===== src/hdl/lcf_fifo.sv =====
// Small register FIFO used for the job queue and the result queue.
module lcf_fifo #(
  parameter int WIDTH = 8,
  parameter int DEPTH = 2
) (
  input  logic             clk,
  input  logic             rst,
  input  logic             push,
  input  logic [WIDTH-1:0] wdata,
  output logic             full,
  input  logic             pop,
  output logic [WIDTH-1:0] rdata,
  output logic             empty
);

  localparam int PTR_W = (DEPTH > 1) ? $clog2(DEPTH) : 1;
  localparam int CNT_W = $clog2(DEPTH + 1);

  logic [WIDTH-1:0] mem [DEPTH];
  logic [PTR_W-1:0] wptr, rptr;
  logic [CNT_W-1:0] count;
  logic             do_push, do_pop;

  assign full    = (count == CNT_W'(DEPTH));
  assign empty   = (count == '0);
  assign do_push = push && !full;
  assign do_pop  = pop && !empty;
  assign rdata   = mem[rptr];

  // store words
  always_ff @(posedge clk) begin
    if (do_push) begin
      mem[wptr] <= wdata;
    end
  end

  // advance pointers and count
  always_ff @(posedge clk) begin
    if (rst) begin
      wptr  <= '0;
      rptr  <= '0;
      count <= '0;
    end else begin
      if (do_push) begin
        wptr <= (wptr == PTR_W'(DEPTH - 1)) ? '0 : wptr + PTR_W'(1);
      end
      if (do_pop) begin
        rptr <= (rptr == PTR_W'(DEPTH - 1)) ? '0 : rptr + PTR_W'(1);
      end
      if (do_push && !do_pop) begin
        count <= count + CNT_W'(1);
      end else if (do_pop && !do_push) begin
        count <= count - CNT_W'(1);
      end
    end
  end

endmodule


===== config.mk =====
export PLATFORM = sky130hd
export DESIGN_NAME = lcf_fifo
export DESIGN_NICKNAME = d
export VERILOG_FILES = /design/src/hdl/lcf_fifo.sv
export SDC_FILE = /design/constraint.sdc
export NUM_CORES = 1
export LEC_CHECK = 0
export ABC_CLOCK_PERIOD_IN_PS = 3900
export BUFFER_PORTS_ARGS = -buffer_cell sky130_fd_sc_hd__buf_2
export CAP_MARGIN = 10
export CORE_AREA = 2 2 41 43
export CTS_BUF_LIST = sky130_fd_sc_hd__clkbuf_4 sky130_fd_sc_hd__clkbuf_8
export DETAILED_ROUTE_END_ITERATION = 8
export DIE_AREA = 0 0 43 45
export PLACE_DENSITY = 0.78
export SLEW_MARGIN = 40
export SYNTH_ARGS = -nofsm -noshare
export SYNTH_HDL_FRONTEND = slang
export SYNTH_SLANG_ARGS = --single-unit
export TNS_END_PERCENT = 1

===== constraint.sdc =====
create_clock -name clk -period 3.9 [get_ports clk]
set_input_delay 1.17 -clock clk [delete_from_list [all_inputs] [get_ports clk]]
set_output_delay 1.17 -clock clk [all_outputs]
set_load 0.05 [all_outputs]

==> results.md, run 1 <==
* WHS Endpoint: wptr
* Worst setup SP type: register
* Slew headroom at 74.7%
* # rows at 14
* Reg2reg setup slack at 2.32 ns
* DRT Wirelength at 1220 um
* Post-DP HPWL at 902 um
* RR Startpoint: count[0]
* Worst hold path stage count at 2
* Post-CTS Hold Buffers at 0
* Multi-input logic area at between 200 and 250 sq um
* GRT Total Usage at 13.9%
* Setup TNS at 0 ns
* Residual DRC at 0
* Syn Std Cell Area at 793 sq um
* Final-report hold violation count at 0
* Worst EP required at ~2.7 ns
* Clk root buf: clkbuf_4
* CTS Buffer Depth at 2
* CTS tree: built
* DR WL met3 at 69 um
* CTS Buf Count at 3
* Status: finished clean
* Cts repair resizes at 0
* Time the worst path needs with I/O delays and setup at 2.58 ns
* Global-route wire length before repair at 1880 um
* Initial Utilization at 53.9%
* IO buf count at 21
* Min-delay src: wptr
* Net Count, Synth at 63
* FF+latch count, synth at 21
* Worst slew pin tran at 0.379 ns
* Final worst-path cycle share at 66.1%
* Distinct cells, synth at 13
* RSZ-0062 raised after global routing: no
* Crit path kind: reg2out
* CTS Sinks at 21
* Fill cell count at about 120
* IO Pins at 22
* Yosys warns at 0
* CP arrival at 1.41 ns
* Hold slack at 0.504 ns
* Fin. max-slew vios at 0
* ANT nets after route at 0
* Yosys top cell area share at about three fifths
* Total core area at ~1500 sq um
* Final setup viols at 0
* Nets at 88
* Leakage at 0.381 nW
* Reg2Reg Depth at 4
* Chip Width at 43 um
* Mean post-synth cell area at 15.9 sq um
* N_diodes at 0
* Met1 wire length at ~500 um
* Number of global-route vias before repair at 458
* Initial drt markers at 15
* Largest net degree at the start of global routing at 12
* R2r endpoint: count[1]
* Highest Signal Layer: met4
* Critical-path maximum fanout at 8
* Fraction of layout cells with a size suffix above 1 at 45.9%
* Clk pin slew, worst setup/hold paths at 0.11 ns
* Drt first pass iters at 4
* Number of antenna violations at the first check in global routing at 0
* Total setup buffers inserted after CTS at 0
* Routed vias/inst at 5.18
* DIE HEIGHT at 45 um
* Syn Inst Count at 50
* Sequential Area at 581 sq um
* Met2 wire len at 627 um
* Max Cap Viol at 0
* Crit. End Element: output pin
* Leading cell types in the layout, fill and taps excluded: 21 x buf_2, 16 x edfxtp_1, 8 x mux2_2
* Pwr/cell area at 755 nW/um^2
* Synth area leaders: edfxtp_1 61%, dfxtp_1 13%, mux2_2 11%
* Area grow syn2layout at 18.9%
* Post-synthesis sequential area ratio at 73.2%
* Worst-skew pair later-pin latency at 0.29 ns
* Most common cell after layout, fill and taps aside: buf_2
* Area leader, netlist: edfxtp_1
* GR Overflow Total at 0
* H-tree levels at 1
* Worst clock skew at between 0.005 and 0.006 ns
* Wirelength per Cell at 13.6 um
* GP Congestion at between 0.6 and 0.7
* Routed via count at 466
* Hold Crit Class: reg2reg
* Die area at 1940 sq um
* VDD IR-drop max at 0.000412 V
* Max Fclk at ~0.39 GHz
## power by group
| part | switching, W | leakage, nW | internal [W] |
|---|---|---|---|
| logic | 0.000202 | 0.172 | 0.0000881 |
| clock network | 0.0000595 | 0.0184 | 0.0000467 |
| registers | 0.0000307 | 0.191 | 0.000285 |
| total | 0.000292 | 0.381 | 0.000420 |
## metal layers
layer  global-route usage, %  up-vias
li1                        -      228
met1                    13.7      209
met2                    27.6       23
met3                    3.60        6
met4                    5.45        0
met5                       0        -
## cells in the mapped netlist
library cell	number
a21oi_1	2
and2_1	1
buf_2	1
dfxtp_1	5
edfxtp_1	16
ha_1	1
inv_1	2
mux2_2	8
nor2_1	5
nor2b_2	1
o21ai_0	3
or3_1	2
xor2_1	3
## how the worst max path moves through the flow
stage	start	to	slack [ns]
finish	register	rdata[7]	1.32
floorplan	count[0]	empty	1.72
CTS	register	rdata[7]	1.31
global route	register	rdata[2]	1.26
global placement	register	rdata[7]	1.62
detailed placement	pop	count[1]	1.58
## through the flow
step / total power (W) / utilization, % / cells / setup WS, ns / cell area [sq um]
6_report: 0.000712 / 64.1 / 90 / 1.32 / 943
2_1_floorplan: 0.000554 / - / 50 / 1.72 / 793
4_1_cts: 0.000714 / 64.1 / 90 / 1.31 / 943
3_3_place_gp: 0.000605 / 62.1 / 86 / 1.62 / 913
3_5_place_dp: 0.000614 / 62.1 / 86 / 1.58 / 913
5_1_grt: 0.000744 / 64.1 / 90 / 1.26 / 943
## sequential cells by signal, summed over array words and instances, names as in the netlist, named ones only
signal  flops
count       2
rptr        1
mem        16
wptr        1
## worst max-delay path, stage by stage, from the launching register on
cell	delay [ns]
dfxtp_1	0.53
mux2_2	0.38
buf_2	0.21
## area by class of cell
type                            instances  area share (%)
Tap cell                               16            2.12
Clock buffer                            4            3.18
Sequential cell                        21            61.5
Multi-Input combinational cell         26            21.2
Timing Repair Buffer                   21            11.1
Inverter                                2           0.796
## logic make-up after synthesis
kind of cell | synth area share [%]
flip-flops | 73.2
AO/OA/AOI/OAI | 3.15
buffers and inverters | 1.58
multiplexers | 11.4
AND/OR/NAND/NOR | 5.84
adder cells (fa/ha/maj) | 1.58
XOR/XNOR | 3.31
Note: power is estimated with default switching activity, not from simulation.
==> run 2: changes to the inputs <==
--- a/config.mk
+++ b/config.mk
@@ -5,14 +5,14 @@
 export SDC_FILE = /design/constraint.sdc
 export NUM_CORES = 1
 export LEC_CHECK = 0
-export ABC_CLOCK_PERIOD_IN_PS = 3900
+export ABC_CLOCK_PERIOD_IN_PS = 2500
 export BUFFER_PORTS_ARGS = -buffer_cell sky130_fd_sc_hd__buf_2
 export CAP_MARGIN = 10
-export CORE_AREA = 2 2 41 43
+export CORE_AREA = 2 2 43 45
 export CTS_BUF_LIST = sky130_fd_sc_hd__clkbuf_4 sky130_fd_sc_hd__clkbuf_8
 export DETAILED_ROUTE_END_ITERATION = 8
-export DIE_AREA = 0 0 43 45
-export PLACE_DENSITY = 0.78
+export DIE_AREA = 0 0 45 47
+export PLACE_DENSITY = 0.72
 export SLEW_MARGIN = 40
 export SYNTH_ARGS = -nofsm -noshare
 export SYNTH_HDL_FRONTEND = slang
==> constraint.sdc (replaced) <==
create_clock -name clk -period 2.5 [get_ports clk]
set_input_delay 0.75 -clock clk [delete_from_list [all_inputs] [get_ports clk]]
set_output_delay 0.75 -clock clk [all_outputs]
set_load 0.05 [all_outputs]
==> results.md, run 2 (synthesis gave the netlist of run 1 again) <==
* Reg2reg setup slack at 0.89 ns (-1.43 ns)
* CP arrival at 1.41 ns (about the same)
* H-tree levels at 1 (unchanged)
* Fin. max-slew vios at 0 (unchanged)
* Status: finished clean
* GR Overflow Total at 0 (unchanged)
* Final setup margin at 0.339 ns (-0.984 ns)
* Initial drt markers at 7 (-8)
* Chip Width at 45 um (+4.7%)
* Number of antenna violations at the first check in global routing at 0 (unchanged)
* Fill cell count at 160 (+34%)
* Final setup viols at 0 (unchanged)
* Crit path kind: reg2out
* Global-route wire length before repair at 1810 um (-4.0%)
* R2r endpoint: count[1]
* Crit. End Element: output pin
* Nets at 88 (unchanged)
* GRT Total Usage at 12.9% (-0.96 points)
* Initial Utilization at 48.0% (-5.9 points)
* DRT Wirelength at 1190 um (-3.1%)
* DR WL met3 at 76 um (+10%)
* Clk pin slew, worst setup/hold paths at 0.10 ns (about the same)
* Worst EP required at 1.75 ns (-0.98 ns)
* Met1 wire length at 458 um (-7.3%)
* Area grow syn2layout at 19.1%
* Hold Crit Class: reg2reg
* ANT nets after route at 0 (unchanged)
* Final-report hold violation count at 0 (unchanged)
* Post-DP HPWL at 886 um (-1.8%)
* Worst slew pin tran at 0.376 ns (-0.00344 ns)
* Clk root buf: clkbuf_4
* Worst-skew pair later-pin latency at 0.29 ns (about the same)
* RR Startpoint: count[0]
* CTS tree: built
* Largest net degree at the start of global routing at 12 (unchanged)
* Setup TNS at 0 ns (unchanged)
* Most common cell after layout, fill and taps aside: buf_2
* Leakage at 0.381 nW (unchanged)
* Max Fclk at 0.463 GHz
* Multi-input logic area at 200 sq um (unchanged)
* Fraction of layout cells with a size suffix above 1 at 45.9% (unchanged)
* Largest register FFs at 16 (unchanged)
* Residual DRC at 0 (unchanged)
* Pwr/cell area at 1170 nW/um^2 (+55%)
* Critical-path maximum fanout at 8 (unchanged)
* Reg2Reg Depth at 4 (unchanged)
* CP max stage cell: dfxtp_1
* Power, Total at 0.00111 W (+55%)
* VDD IR-drop max at 0.000710 V (+72%)
* Cts repair resizes at 0 (unchanged)
* Largest stage delay on the critical path at 0.53 ns (about the same)
* Wirelength per Cell at 13.0 um (-4.2%)
* Worst hold path stage count at 2 (unchanged)
* IO buf count at 21 (unchanged)
* Total core area at 1650 sq um (+12%)
* CTS Buf Count at 3 (unchanged)
* Die area at 2120 sq um (+9.3%)
* Largest Register: mem
* Total setup buffers inserted after CTS at 0 (unchanged)
* Utilization after layout at 57.2% (-6.9 points)
* Top delay family on crit path: flip-flops
* WHS Endpoint: wptr
* Sequential Area at 581 sq um (unchanged)
* # rows at 15 (+1)
* GP Congestion at 0.619 (-1.5%)
* Pre-CTS WS at 0.577 ns (-1.00 ns)
* CTS Sinks at 21 (unchanged)
* Crit-path cells: mux2_2 -> buf_2
* Max Cap Viol at 0 (unchanged)
* Post-CTS Hold Buffers at 0 (unchanged)
* Hold slack at 0.514 ns (+0.0103 ns)
* Final worst-path cycle share at roughly 86%
* Worst clock skew at 0.00123 ns (-0.00389 ns)
* Met2 wire len at 640 um (+2.1%)
* Number of global-route vias before repair at 455 (-0.66%)
* Routed via count at 454 (-2.6%)
* CTS Buffer Depth at 2 (unchanged)
* N_diodes at 0 (unchanged)
* Drt first pass iters at 4 (unchanged)
* Slew headroom at 75.0% (+0.23 points)
* Biggest regs: mem: 16 flops, count: 2 flops
* IO Pins at 22 (unchanged)
* Time the worst path needs with I/O delays and setup at 2.16 ns
* DIE HEIGHT at 47 um (+4.4%)
* Highest Signal Layer: met4
* Leading cell types in the layout, fill and taps excluded: 21 x buf_2, 16 x edfxtp_1, 8 x mux2_2
* Routed vias/inst at 4.99 (-3.6%)
* RSZ-0062 raised after global routing: no
* Buf/Inv on CP at 1 (unchanged)
* Min-delay src: wptr
* Worst setup SP type: register
-- run 2: cell counts in the layout (fill, tap and decap cells not counted) --
Identical to the previous run, type by type.
-- run 2: final cells by class --
| type | instances | area share, % |
|---|---|---|
| Tap cell | 17 | 2.25 |
| Multi-Input combinational cell | 26 | 21.2 |
| Inverter | 2 | 0.795 |
| Clock buffer | 4 | 3.18 |
| Sequential cell | 21 | 61.5 |
| Timing Repair Buffer | 21 | 11.1 |
-- run 2: metal layers --
layer	vias to the layer above	GRT usage [%]
met3	2	3.85
li1	230	-
met5	-	0
met2	14	22.6
met1	208	13.4
met4	0	8.82
-- run 2: report_power, final --
part / switching (W) / internal, W
clock network: 0.0000892 / 0.0000728
registers: 0.0000467 / 0.000445
logic: 0.000315 / 0.000137
total: 0.000451 / 0.000655
-- run 2: worst max path at each step --
stage / from / endpoint / slack [ns] / cells after the start
after detailed placement: pop / count[1] / 0.58 / 5
after global routing: register / rdata[7] / 0.25 / 2
after global placement: register / rdata[6] / 0.63 / 2
final: register / rdata[7] / 0.34 / 2
after floorplan: count[1] / count[1] / 0.66 / 5
after CTS: register / rdata[7] / 0.30 / 2
-- run 2: worst register-to-register path: cells and delay by family (launching register included) --
family | cells | cell delay (ns)
flip-flops | 1 | 0.38
AND/OR/NAND/NOR | 1 | 0.38
adder cells (fa/ha/maj) | 1 | 0.31
AO/OA/AOI/OAI | 2 | 0.47
-- run 2: through the flow --
step	instances	cell area (sq um)
floorplan	50	793
global placement	87	915
detailed placement	87	915
CTS	91	945
global route	91	945
finish	91	945
