==> config.mk <==
export PLATFORM = sky130hd
export DESIGN_NAME = lcf_front
export DESIGN_NICKNAME = d
export VERILOG_FILES = /design/src/hdl/lcf_pkg.sv /design/src/hdl/lcf_front.sv
export SDC_FILE = /design/constraint.sdc
export NUM_CORES = 1
export LEC_CHECK = 0
export BUFFER_PORTS_ARGS = -buffer_cell sky130_fd_sc_hd__buf_4
export CORE_MARGIN = 2
export CORE_UTILIZATION = 29
export DETAILED_ROUTE_END_ITERATION = 10
export PLACE_DENSITY = 0.88
export SLEW_MARGIN = 20
export SYNTH_ARGS = -nofsm -noshare
export SYNTH_HDL_FRONTEND = slang
export SYNTH_SLANG_ARGS = --single-unit
==> constraint.sdc <==
create_clock -name vclk -period 4.8
set_input_delay 0.96 -clock vclk [all_inputs]
set_output_delay 0.96 -clock vclk [all_outputs]
set_load 0.01 [all_outputs]
==> src/hdl/lcf_pkg.sv <==
// Shared types, constants and the sigmoid table of the LSTM cell block.
package lcf_pkg;

  // Arithmetic and sizing
  localparam int FRAC_BITS_DEF = 12;
  localparam int MAX_INPUT     = 64;
  localparam int MAX_HIDDEN    = 64;
  localparam int IN_CAP        = (MAX_INPUT < 64) ? MAX_INPUT : 64;
  localparam int VEC_DEPTH     = 64;
  localparam int GATE_DEPTH    = 256;
  localparam int WT_DEPTH      = 129 * 256;
  localparam int CELL_W        = 24;

  localparam logic [7:0] BIAS_ROW = 8'd128;
  localparam logic [7:0] REC_BASE = 8'd64;

  // Input command codes
  localparam logic [1:0] CMD_LOAD  = 2'd0;
  localparam logic [1:0] CMD_ELEM  = 2'd1;
  localparam logic [1:0] CMD_START = 2'd2;

  // Job kinds passed from front to back
  localparam logic [1:0] JOB_LOAD  = 2'd0;
  localparam logic [1:0] JOB_ELEM  = 2'd1;
  localparam logic [1:0] JOB_START = 2'd2;

  // Configuration register indexes
  localparam logic [1:0] REG_INPUT_SIZE  = 2'd0;
  localparam logic [1:0] REG_HIDDEN_SIZE = 2'd1;
  localparam logic [1:0] REG_MAX_STEPS   = 2'd2;
  localparam logic [1:0] REG_EMIT_EVERY  = 2'd3;

  typedef struct packed {
    logic [6:0]  n_in;
    logic [6:0]  h;
    logic [15:0] max_steps;
    logic        emit_every;
  } cfg_t;

  typedef struct packed {
    logic [1:0]  kind;
    logic [15:0] waddr;
    logic [15:0] value;
    logic [5:0]  idx;
    logic        close;
    logic        seq_end;
  } job_t;

  typedef struct packed {
    logic [5:0]  unit;
    logic [15:0] hidden;
    logic [15:0] step;
    logic        last;
  } res_t;

  // sigmoid(k/2) in units of 2^-16
  function automatic logic [16:0] sig_tab(input logic [4:0] k);
    logic [16:0] v;
    case (k)
      5'd0:    v = 17'd32768;
      5'd1:    v = 17'd40793;
      5'd2:    v = 17'd47911;
      5'd3:    v = 17'd53581;
      5'd4:    v = 17'd57724;
      5'd5:    v = 17'd60565;
      5'd6:    v = 17'd62428;
      5'd7:    v = 17'd63615;
      5'd8:    v = 17'd64357;
      5'd9:    v = 17'd64816;
      5'd10:   v = 17'd65097;
      5'd11:   v = 17'd65269;
      5'd12:   v = 17'd65374;
      5'd13:   v = 17'd65438;
      5'd14:   v = 17'd65476;
      5'd15:   v = 17'd65500;
      default: v = 17'd65514;
    endcase
    return v;
  endfunction

endpackage

==> src/hdl/lcf_front.sv <==
// Front end: takes input words, drops the ones with no effect and forms jobs.
module lcf_front (
  input  logic         push,
  input  logic         full,
  input  logic [1:0]   cmd,
  input  logic [7:0]   weight_row,
  input  logic [7:0]   weight_col,
  input  logic [15:0]  weight_value,
  input  logic [5:0]   elem_index,
  input  logic [15:0]  elem_value,
  input  logic         sequence_end,
  input  lcf_pkg::cfg_t cfg,
  output logic         job_push,
  output lcf_pkg::job_t job
);
  import lcf_pkg::*;

  logic take;

  assign take = push && !full;

  // classify the word
  always_comb begin
    job          = '0;
    job.waddr    = {weight_row, weight_col};
    job.idx      = elem_index;
    job.seq_end  = sequence_end;
    job.value    = weight_value;
    job_push     = 1'b0;
    case (cmd)
      CMD_LOAD: begin
        job.kind = JOB_LOAD;
        job_push = take && (weight_row <= BIAS_ROW);
      end
      CMD_ELEM: begin
        job.kind  = JOB_ELEM;
        job.value = elem_value;
        job.close = ({1'b0, elem_index} == (cfg.n_in - 7'd1));
        job_push  = take;
      end
      CMD_START: begin
        job.kind = JOB_START;
        job_push = take;
      end
      default: begin
        job_push = 1'b0;
      end
    endcase
  end

endmodule

==> results of run 1 <==
[power groups by stage]
stage                     Clock [uW]  Sequential, uW  Combinational (uW)
after floorplan                    0               0                59.7
after global placement             0               0                 113
after detailed placement           0               0                 116
after CTS                          0               0                 116
after global routing               0               0                 125
final                              0               0                 115
[per-layer routing]
metal / track usage, % / up-vias / wire length, um
met5: 0 / - / 0
met4: 0.4274 / 0 / 5
met3: 1.130 / 2 / 177
met2: 29.22 / 41 / 1464
met1: 22.00 / 386 / 999
li1: - / 427 / -
[logic make-up after synthesis]
| logic type | share of synthesized area (%) |
|---|---|
| buffers and inverters | 30.85 |
| muxes | 25.53 |
| and+or+nand+nor | 11.88 |
| AOI/OAI and AO/OA | 15.43 |
| xor gates and xnor gates | 7.448 |
| adders and majority gates | 8.865 |
[cell type report]
cell class / instances / area, um^2 / area share (%)
repair buffers: 92 / 690.7 / 55.70
multi-input cells: 55 / 488.0 / 39.35
well taps: 28 / 35.03 / 2.825
inverters: 7 / 26.28 / 2.119
[through the flow]
stage | util (%) | worst slack, ns | std cells
final | 54.99 | 1.278 | 182
after global routing | 54.99 | 1.150 | 182
after CTS | 54.99 | 1.274 | 182
after detailed placement | 54.99 | 1.275 | 182
after global placement | 54.99 | 1.330 | 182
after floorplan | - | 1.426 | 88
[placed cells by master (no fill, tap or decap)]
master and n:
nand2_1 2, o41ai_1 1, a21oi_1 3, buf_4 92
a311oi_1 1, nor4_1 2, or3_1 2, o32ai_1 1
nand3_1 1, a221oi_1 1, ha_1 5, or4_1 1
o41ai_2 1, xnor2_1 3, o21a_1 1, a211oi_1 1
a2111oi_0 1, nand2b_1 1, a2111o_1 1, inv_1 7
nor3_1 2, and3_1 1, nor4b_1 1, xor2_1 3
mux2_2 16, nor2_1 2, o21bai_1 1
[how the worst max path moves through the flow]
stage / startpoint / endpoint / slack (ns)
floorplan: cfg[24] / job[1] / 1.43
global placement: cfg[24] / job[1] / 1.33
detailed placement: cfg[24] / job[1] / 1.28
CTS: cfg[24] / job[1] / 1.27
global route: cfg[24] / job[1] / 1.15
finish: cfg[24] / job[1] / 1.28
==> results by group, run 1 <==
Placement
  – GP Congestion: 0.7637
  – Port bufs: 91
  – Area of placed instances: 0.001240 mm^2
  – DP HPWL: 2360 um

Global route
  – Largest net degree at the start of global routing: 19
  – First-pass GRT wire length: 3498 um
  – Vias in the first global route: 779
  – Initial antenna violation count: 0
  – Total GRT Usage: 16.26%
  – Total gr overflow: 0

Die
  – # rows: 17
  – Initial Util: 31.30%
  – Die X: 53.33 um
  – Die height: 53.33 um
  – Core area: 0.002255 mm^2
  – I/O Pins: 133
  – Die area: 0.002844 mm^2

STA
  – Final setup fails: 0
  – Fin. max-slew vios: 0
  – Hold Slack: 1.920 ns
  – Final Hold Fails: 0
  – Crit share post-route: 73.38%
  – Post-route minimum period: 3.522 ns
  – Rel. slew slack: 70.24%
  – Peak Freq: 283.9 MHz
  – Worst slew pin tran: 0.4352 ns
  – Setup TNS: 0 ns
  – Unrepaired setup endpoints after global routing: false

Detailed routing
  – Final ANT Viol Nets: 0
  – Via density: 4.703
  – DRC viols: 0
  – Wire per inst: 14.54 um
  – 1st-pass router iterations: 4
  – Final wirelength: 2647 um
  – Initial DRC count: 5
  – DR vias: 856

Cells and area
  – Area taken by flip-flops and latches: 0 um^2
  – Filler cell count: 210
  – N_diodes: 0
  – Nets@finish: 251
  – Clock buffer count: 0
  – Final Instance Area: 0.001240 mm^2
  – Share of cells above drive strength 1: 70.78%
  – Layout sequential cell count: 0
  – Area Overhead vs Synth: 75.71%

Power
  – Clock share of power: 0%
  – Gate power share: 100.0%
  – VDD IR-drop max: 0.06478 mV
  – Switching share of power: 39.03%
  – Pwr/cell area: 92.87 mW/mm^2
  – Sequential share of power: 0%
  – P_sw: 44.94 uW
  – Leak: 0.0006440 uW
  – Internal power: 70.21 uW
  – Tot Pwr: 115.2 uW

Synth
  – Synth unique cells: 30
  – Post-synthesis cell area: 705.7 um^2
  – Cells after synthesis: 88
  – Avg Cell Area, Syn: 8.019 um^2
  – Seq/Total Area, Yosys: 0%
  – Most numerous cell in the Yosys netlist: buf_4
  – Post-synth top area share: 25.53%
  – Synth Warn #: 0
  – Post-synthesis cell type with the largest combined area: mux2_2
  – Top cells by area, synth: mux2_2 (26%), buf_4 (24%), ha_1 (8.9%)
  – Post-synth net total: 183
  – Most frequent cells after synthesis: buf_4 (23), mux2_2 (16), inv_1 (7), ha_1 (5)

Critical path
  – Worst Path Arrival: 2.56 ns
  – Crit end category: output port
  – Delay-heaviest family, CP: simple AND/OR/NAND/NOR gates
  – Worst Path Required: 3.84 ns
  – Crit path kind: primary input to output port
  – Worst path depth: 8
  – Slowest-stage cell, CP: or3_1
  – CP Cell Sequence: buf_4, inv_1, ha_1, or3_1, nor4_1, a2111oi_0, nor4_1, buf_4
  – Crit path buffers/inverters: 3
  – Startpoint Class: primary input
  – Max incr delay on CP: 0.41 ns
  – CP max FO: 9

Worst hold path
  – Hold_sp: sequence_end
  – Hold depth: 0
  – HP Class: primary input to output port
  – Worst hold endpoint: job[0]

Status
  – Outcome: completed

Clock network
  – Post-CTS Setup Bufs: 0
  – Cts hold-fix bufs: 0
  – Post-CTS sizing: 0

Run
  – Max Cap Violations: 0
Note: power is estimated with default switching activity, not from simulation.
==> run 2, diff against run 1 <==
--- a/config.mk
+++ b/config.mk
@@ -5,11 +5,12 @@
 export SDC_FILE = /design/constraint.sdc
 export NUM_CORES = 1
 export LEC_CHECK = 0
+export ABC_AREA = 1
 export BUFFER_PORTS_ARGS = -buffer_cell sky130_fd_sc_hd__buf_4
 export CORE_MARGIN = 2
-export CORE_UTILIZATION = 29
+export CORE_UTILIZATION = 28
 export DETAILED_ROUTE_END_ITERATION = 10
-export PLACE_DENSITY = 0.88
+export PLACE_DENSITY = 0.83
 export SLEW_MARGIN = 20
 export SYNTH_ARGS = -nofsm -noshare
 export SYNTH_HDL_FRONTEND = slang
==> constraint.sdc (replaced) <==
create_clock -name vclk -period 3.4
set_input_delay 0.68 -clock vclk [all_inputs]
set_output_delay 0.68 -clock vclk [all_outputs]
set_load 0.01 [all_outputs]
==> run 2 against run 1 <==
Effect of this change: area after synthesis grew 6.9%; critical path depth shrank 2; count of clock-buffer cells in the layout is the same; critical endpoint is now job[13]; synthesized cell count grew 20%; utilization shrank 4.0 points; global-route usage shrank 4.5 points.
==> results by group, run 2 <==
Status
  – Outcome: completed

Cells and area
  – Area taken by flip-flops and latches: 0 um^2 (unchanged)
  – Share of cells above drive strength 1: 68.21% (-2.6 points)
  – Area Overhead vs Synth: 70.65%
  – Commonest non-fill, non-tap cell in the layout: buf_4
  – Clock buffer count: 0 (unchanged)
  – Filler cell count: 265 (+26%)
  – Commonest non-fill, non-tap cells in the layout: buf_4 (92), nand2_1 (19), mux2_4 (10), inv_1 (10), nor2_1 (9)
  – Layout sequential cell count: 0 (unchanged)
  – Final Instance Area: 0.001287 mm^2 (+3.8%)
  – Nets@finish: 270 (+7.6%)
  – N_diodes: 0 (unchanged)

Die
  – Core area: 0.002522 mm^2 (+12%)
  – Die X: 55.91 um (+4.8%)
  – # rows: 18 (+1)
  – Initial Util: 29.91% (-1.4 points)
  – I/O Pins: 133 (unchanged)
  – Die height: 55.91 um (+4.8%)
  – Die area: 0.003126 mm^2 (+9.9%)

Critical path
  – CP Cell Sequence: buf_4, inv_1, ha_1, buf_4, mux2_4, buf_4
  – CP max FO: 10 (+1)
  – Crit path buffers/inverters: 4 (+1)
  – Worst Path Required: 2.72 ns (-1.12 ns)
  – Max incr delay on CP: 0.38 ns (-0.03 ns)
  – Startpoint Class: primary input
  – Delay-heaviest family, CP: buffers and inverters
  – Crit path kind: primary input to output port
  – CP dominant cell by count: buf_4
  – Slowest-stage cell, CP: ha_1
  – Crit end category: output port
  – Worst Path Arrival: 2.02 ns (-0.54 ns)

STA
  – Setup TNS: 0 ns (unchanged)
  – Rel. slew slack: 74.89% (+4.7 points)
  – Unrepaired setup endpoints after global routing: false
  – Final Hold Fails: 0 (unchanged)
  – Post-route minimum period: 2.698 ns
  – Peak Freq: 370.7 MHz
  – Worst slew pin tran: 0.3766 ns (-0.05855 ns)
  – Hold Slack: 1.360 ns (-0.5600 ns)
  – Fin. max-slew vios: 0 (unchanged)
  – Final setup fails: 0 (unchanged)
  – Crit share post-route: 79.34%

Global route
  – Total gr overflow: 0 (unchanged)
  – Initial antenna violation count: 0 (unchanged)
  – Largest net degree at the start of global routing: 11 (-8)
  – Vias in the first global route: 738 (-5.3%)
  – First-pass GRT wire length: 3105 um (-11%)
  – Total GRT Usage: 11.78% (-4.5 points)

Worst hold path
  – HP Class: primary input to output port

Placement
  – DP HPWL: 1983 um (-16%)
  – Area of placed instances: 0.001287 mm^2 (+3.8%)
  – Port bufs: 91 (unchanged)
  – GP Congestion: 0.7801 (+2.1%)

Synth
  – Seq/Total Area, Yosys: 0% (unchanged)
  – Synth unique cells: 20 (-33%)
  – Post-synthesis cell area: 754.5 um^2 (+6.9%)
  – Top cells by area, synth: buf_4 (23%), mux2_4 (20%), nand2_1 (9.5%)
  – Post-synth net total: 201 (+9.8%)
  – Post-synth top area share: 22.89% (-2.6 points)
  – Most frequent cells after synthesis: buf_4 (23), nand2_1 (19), inv_1 (10), mux2_4 (10), nor2_1 (9)
  – Post-synthesis cell type with the largest combined area: buf_4
  – Cells after synthesis: 106 (+20%)
  – Avg Cell Area, Syn: 7.118 um^2 (-11%)
  – Synth Warn #: 0 (unchanged)
  – Most numerous cell in the Yosys netlist: buf_4

Detailed routing
  – DRC viols: 0 (unchanged)
  – Final wirelength: 2143 um (-19%)
  – Final ANT Viol Nets: 0 (unchanged)
  – 1st-pass router iterations: 4 (unchanged)
  – Initial DRC count: 16 (+11)
  – Via density: 4.227 (-10%)
  – Wire per inst: 10.56 um (-27%)
  – DR vias: 858 (+0.23%)

Power
  – Pwr/cell area: 127.3 mW/mm^2 (+37%)
  – Tot Pwr: 164.0 uW (+42%)
  – VDD IR-drop max: 0.08180 mV (+26%)
  – Leak: 0.0007433 uW (+15%)

Clock network
  – Post-CTS Setup Bufs: 0 (unchanged)
  – Cts hold-fix bufs: 0 (unchanged)
  – Post-CTS sizing: 0 (unchanged)

Run
  – Max Cap Violations: 0 (unchanged)
-- run 2: cell types whose count changed after synthesis, sizes merged, moves of 4 or more --
cell / delta
nand2: +20
nor2: +11
nand3: +4
inv: +5
-- run 2: final timing paths --
kind                      end  slack, ns  cells after the start    startpoint
worst min-delay path   job[0]       1.36                      0  sequence_end
worst max-delay path  job[13]       0.70                      6        cmd[1]
-- run 2: through the flow --
step / worst slack [ns] / util, % / instances
final: 0.7024 / 51.04 / 203
after global routing: 0.6087 / 51.04 / 203
after CTS: 0.6633 / 51.04 / 203
after detailed placement: 0.6691 / 51.04 / 203
after global placement: 0.6713 / 51.04 / 203
after floorplan: 1.136 / - / 106
-- run 2: layout make-up --
class,count,area [um^2],share of cell area [%]
multi-input combinational,69,514.2,39.94
tap,30,37.54,2.915
timing repair buffer,92,690.7,53.64
inverter,12,45.04,3.499
-- run 2: logic make-up (layout without fill, tap and decap cells) --
| family | count (synthesis) | after routing | synth area share [%] |
|---|---|---|---|
| simple gates | 42 | 42 | 25.54 |
| buf+inv | 37 | 104 | 31.84 |
| mux | 16 | 16 | 28.85 |
| fa+ha+maj | 5 | 5 | 8.292 |
| compound gates | 3 | 3 | 1.988 |
| xor+xnor | 3 | 3 | 3.483 |
-- run 2: layer usage --
layer | up-vias | routed length, um | track usage, % | part of all wire, %
met5 | - | 0 | 0 | 0
met4 | 0 | 0 | 0.6803 | 0
met3 | 0 | 267 | 3.488 | 12
met2 | 55 | 991 | 20.92 | 46
met1 | 356 | 884 | 14.70 | 41
li1 | 447 | - | - | -
-- run 2: power breakdown --
| part | internal [uW] | switching (uW) | total (uW) | leakage, uW |
|---|---|---|---|---|
| Combinational | 103 | 61.1 | 164 | 0.000743 |
| Sequential | 0 | 0 | 0 | 0 |
| Clock | 0 | 0 | 0 | 0 |
==> run 3, diff against run 2 <==
--- a/config.mk
+++ b/config.mk
@@ -8,9 +8,9 @@
 export ABC_AREA = 1
 export BUFFER_PORTS_ARGS = -buffer_cell sky130_fd_sc_hd__buf_4
 export CORE_MARGIN = 2
-export CORE_UTILIZATION = 28
+export CORE_UTILIZATION = 26
 export DETAILED_ROUTE_END_ITERATION = 10
-export PLACE_DENSITY = 0.83
+export PLACE_DENSITY = 0.81
 export SLEW_MARGIN = 20
 export SYNTH_ARGS = -nofsm -noshare
 export SYNTH_HDL_FRONTEND = slang
==> constraint.sdc (replaced) <==
create_clock -name vclk -period 2.25
set_input_delay 0.45 -clock vclk [all_inputs]
set_output_delay 0.45 -clock vclk [all_outputs]
set_load 0.01 [all_outputs]
==> run 3 against run 2 <==
Effect of this change: design area increased by 0.68%; largest cell class unchanged; count of clock-buffer cells in the layout unchanged; sequential cell count unchanged.
==> results by group, run 3 (same netlist as run 2, synthesis figures left out) <==
Critical path
  – CP max FO: 8 (-2)
  – Worst Path Required: 1.80 ns (-0.92 ns)
  – Worst Path Arrival: 1.57 ns (-0.45 ns)
  – Crit end category: output port
  – Crit path kind: primary input to output port
  – Max incr delay on CP: 0.17 ns (-0.21 ns)
  – Crit path buffers/inverters: 4 (unchanged)
  – CP Cell Sequence: buf_4, inv_1, ha_1, buf_4, nand2_2, nor2_2, nand2_1, nor2_1, nand3_1, nor2_2, buf_4
  – CP dominant cell by count: buf_4
  – Slowest-stage cell, CP: buf_4
  – Startpoint Class: primary input
  – Delay-heaviest family, CP: simple AND/OR/NAND/NOR gates

Die
  – # rows: 19 (+1)
  – Initial Util: 27.36% (-2.6 points)
  – Die area: 0.003349 mm^2 (+7.1%)
  – Die height: 57.87 um (+3.5%)
  – Die X: 57.87 um (+3.5%)
  – Core area: 0.002758 mm^2 (+9.3%)
  – I/O Pins: 133 (unchanged)

Global route
  – Total gr overflow: 0 (unchanged)
  – Met3 Use GR: 2.009% (-1.5 points)
  – Largest net degree at the start of global routing: 11 (unchanged)
  – First-pass GRT wire length: 3215 um (+3.5%)
  – Total GRT Usage: 11.20% (-0.58 points)
  – Met1 Resource Use GR: 12.94% (-1.8 points)
  – Busiest grt layer: met2
  – GR Layer Usage met2: 22.40% (+1.5 points)
  – Vias in the first global route: 847 (+15%)
  – Initial antenna violation count: 0 (unchanged)

Detailed routing
  – Wire per inst: 9.702 um (-8.1%)
  – 1st-pass router iterations: 4 (unchanged)
  – Final wirelength: 1989 um (-7.2%)
  – DR vias: 868 (+1.2%)
  – DRC viols: 0 (unchanged)
  – Via density: 4.234 (+0.18%)
  – Initial DRC count: 38 (+22)
  – Final ANT Viol Nets: 0 (unchanged)

Placement
  – GP Congestion: 0.7901 (+1.3%)
  – Port bufs: 91 (unchanged)
  – Setup WS pre-CTS: 0.1930 ns (-0.4761 ns)
  – DP HPWL: 1849 um (-6.8%)

Cells and area
  – Area Overhead vs Synth: 71.81%
  – Commonest non-fill, non-tap cells in the layout: buf_4 (93), nand2_1 (19), mux2_4 (10), inv_1 (10), nor2_1 (9)
  – Clock buffer count: 0 (unchanged)
  – Nets@finish: 271 (+0.37%)
  – Layout sequential cell count: 0 (unchanged)
  – Area taken by flip-flops and latches: 0 um^2 (unchanged)
  – N_diodes: 0 (unchanged)
  – Commonest non-fill, non-tap cell in the layout: buf_4
  – Share of cells above drive strength 1: 68.39% (+0.18 points)

STA
  – Setup TNS: 0 ns (unchanged)
  – Final Hold Fails: 0 (unchanged)
  – Peak Freq: 495.2 MHz
  – Crit share post-route: 89.74%
  – Worst setup margin: 0.2308 ns (-0.4716 ns)
  – Rel. slew slack: 88.18% (+13 points)
  – Post-route minimum period: 2.019 ns
  – Unrepaired setup endpoints after global routing: false
  – Final setup fails: 0 (unchanged)
  – Fin. max-slew vios: 0 (unchanged)
  – Worst slew pin tran: 0.1773 ns (-0.1993 ns)

Run
  – Max Cap Violations: 0 (unchanged)

Worst hold path
  – HP Class: primary input to output port
  – Hold_sp: sequence_end
  – Worst hold endpoint: job[0]
  – Hold depth: 0 (unchanged)

Clock network
  – Post-CTS Setup Bufs: 0 (unchanged)
  – Cts hold-fix bufs: 0 (unchanged)
  – Post-CTS sizing: 0 (unchanged)

Power
  – Leak: 0.0007484 uW (+0.69%)
  – VDD IR-drop max: 0.1247 mV (+52%)
  – Pwr/cell area: 191.0 mW/mm^2 (+50%)

Status
  – Outcome: completed
run 3: cell count changes in the layout (fill, tap and decap cells not counted), sizes merged:
cell,previous run,this run
buf,92,93
run 3: area by class of cell:
| class | count | area [um^2] |
|---|---|---|
| Fill cell | 280 | 1461 |
| Inverter | 12 | 45.04 |
| Multi-Input combinational cell | 69 | 514.2 |
| Tap cell | 31 | 38.79 |
| Timing Repair Buffer | 93 | 698.2 |
run 3: per-stage QoR:
step / std cells / utilization (%) / power (uW) / instance area (um^2) / hold slack [ns]
after floorplan: 106 / - / 138.7 / 754.5 / 0.9918
after global placement: 205 / 47.01 / 246.3 / 1296 / 0.9001
after detailed placement: 205 / 47.01 / 251.0 / 1296 / 0.9001
after CTS: 205 / 47.01 / 251.5 / 1296 / 0.9001
after global routing: 205 / 47.01 / 270.9 / 1296 / 0.9000
final: 205 / 47.01 / 247.6 / 1296 / 0.9000
run 3: worst max path at each step:
stage,end,slack [ns],startpoint,cells after the start
finish,job[1],0.23,cmd[1],11
global route,job[1],0.07,cmd[1],11
CTS,job[1],0.19,cmd[1],11
detailed placement,job[1],0.19,cmd[1],11
global placement,job[1],0.23,cmd[1],11
floorplan,job[10],0.45,cmd[1],5
run 3: layer usage:
metal  wire length [um]  part of all wire [%]
met2               1034                    52
met4                  0                     0
met1                714                    36
met5                  0                     0
met3                241                    12
run 3: where the power goes:
group | switching (uW) | internal [uW]
logic | 91.4 | 156
clock network | 0 | 0
registers | 0 | 0
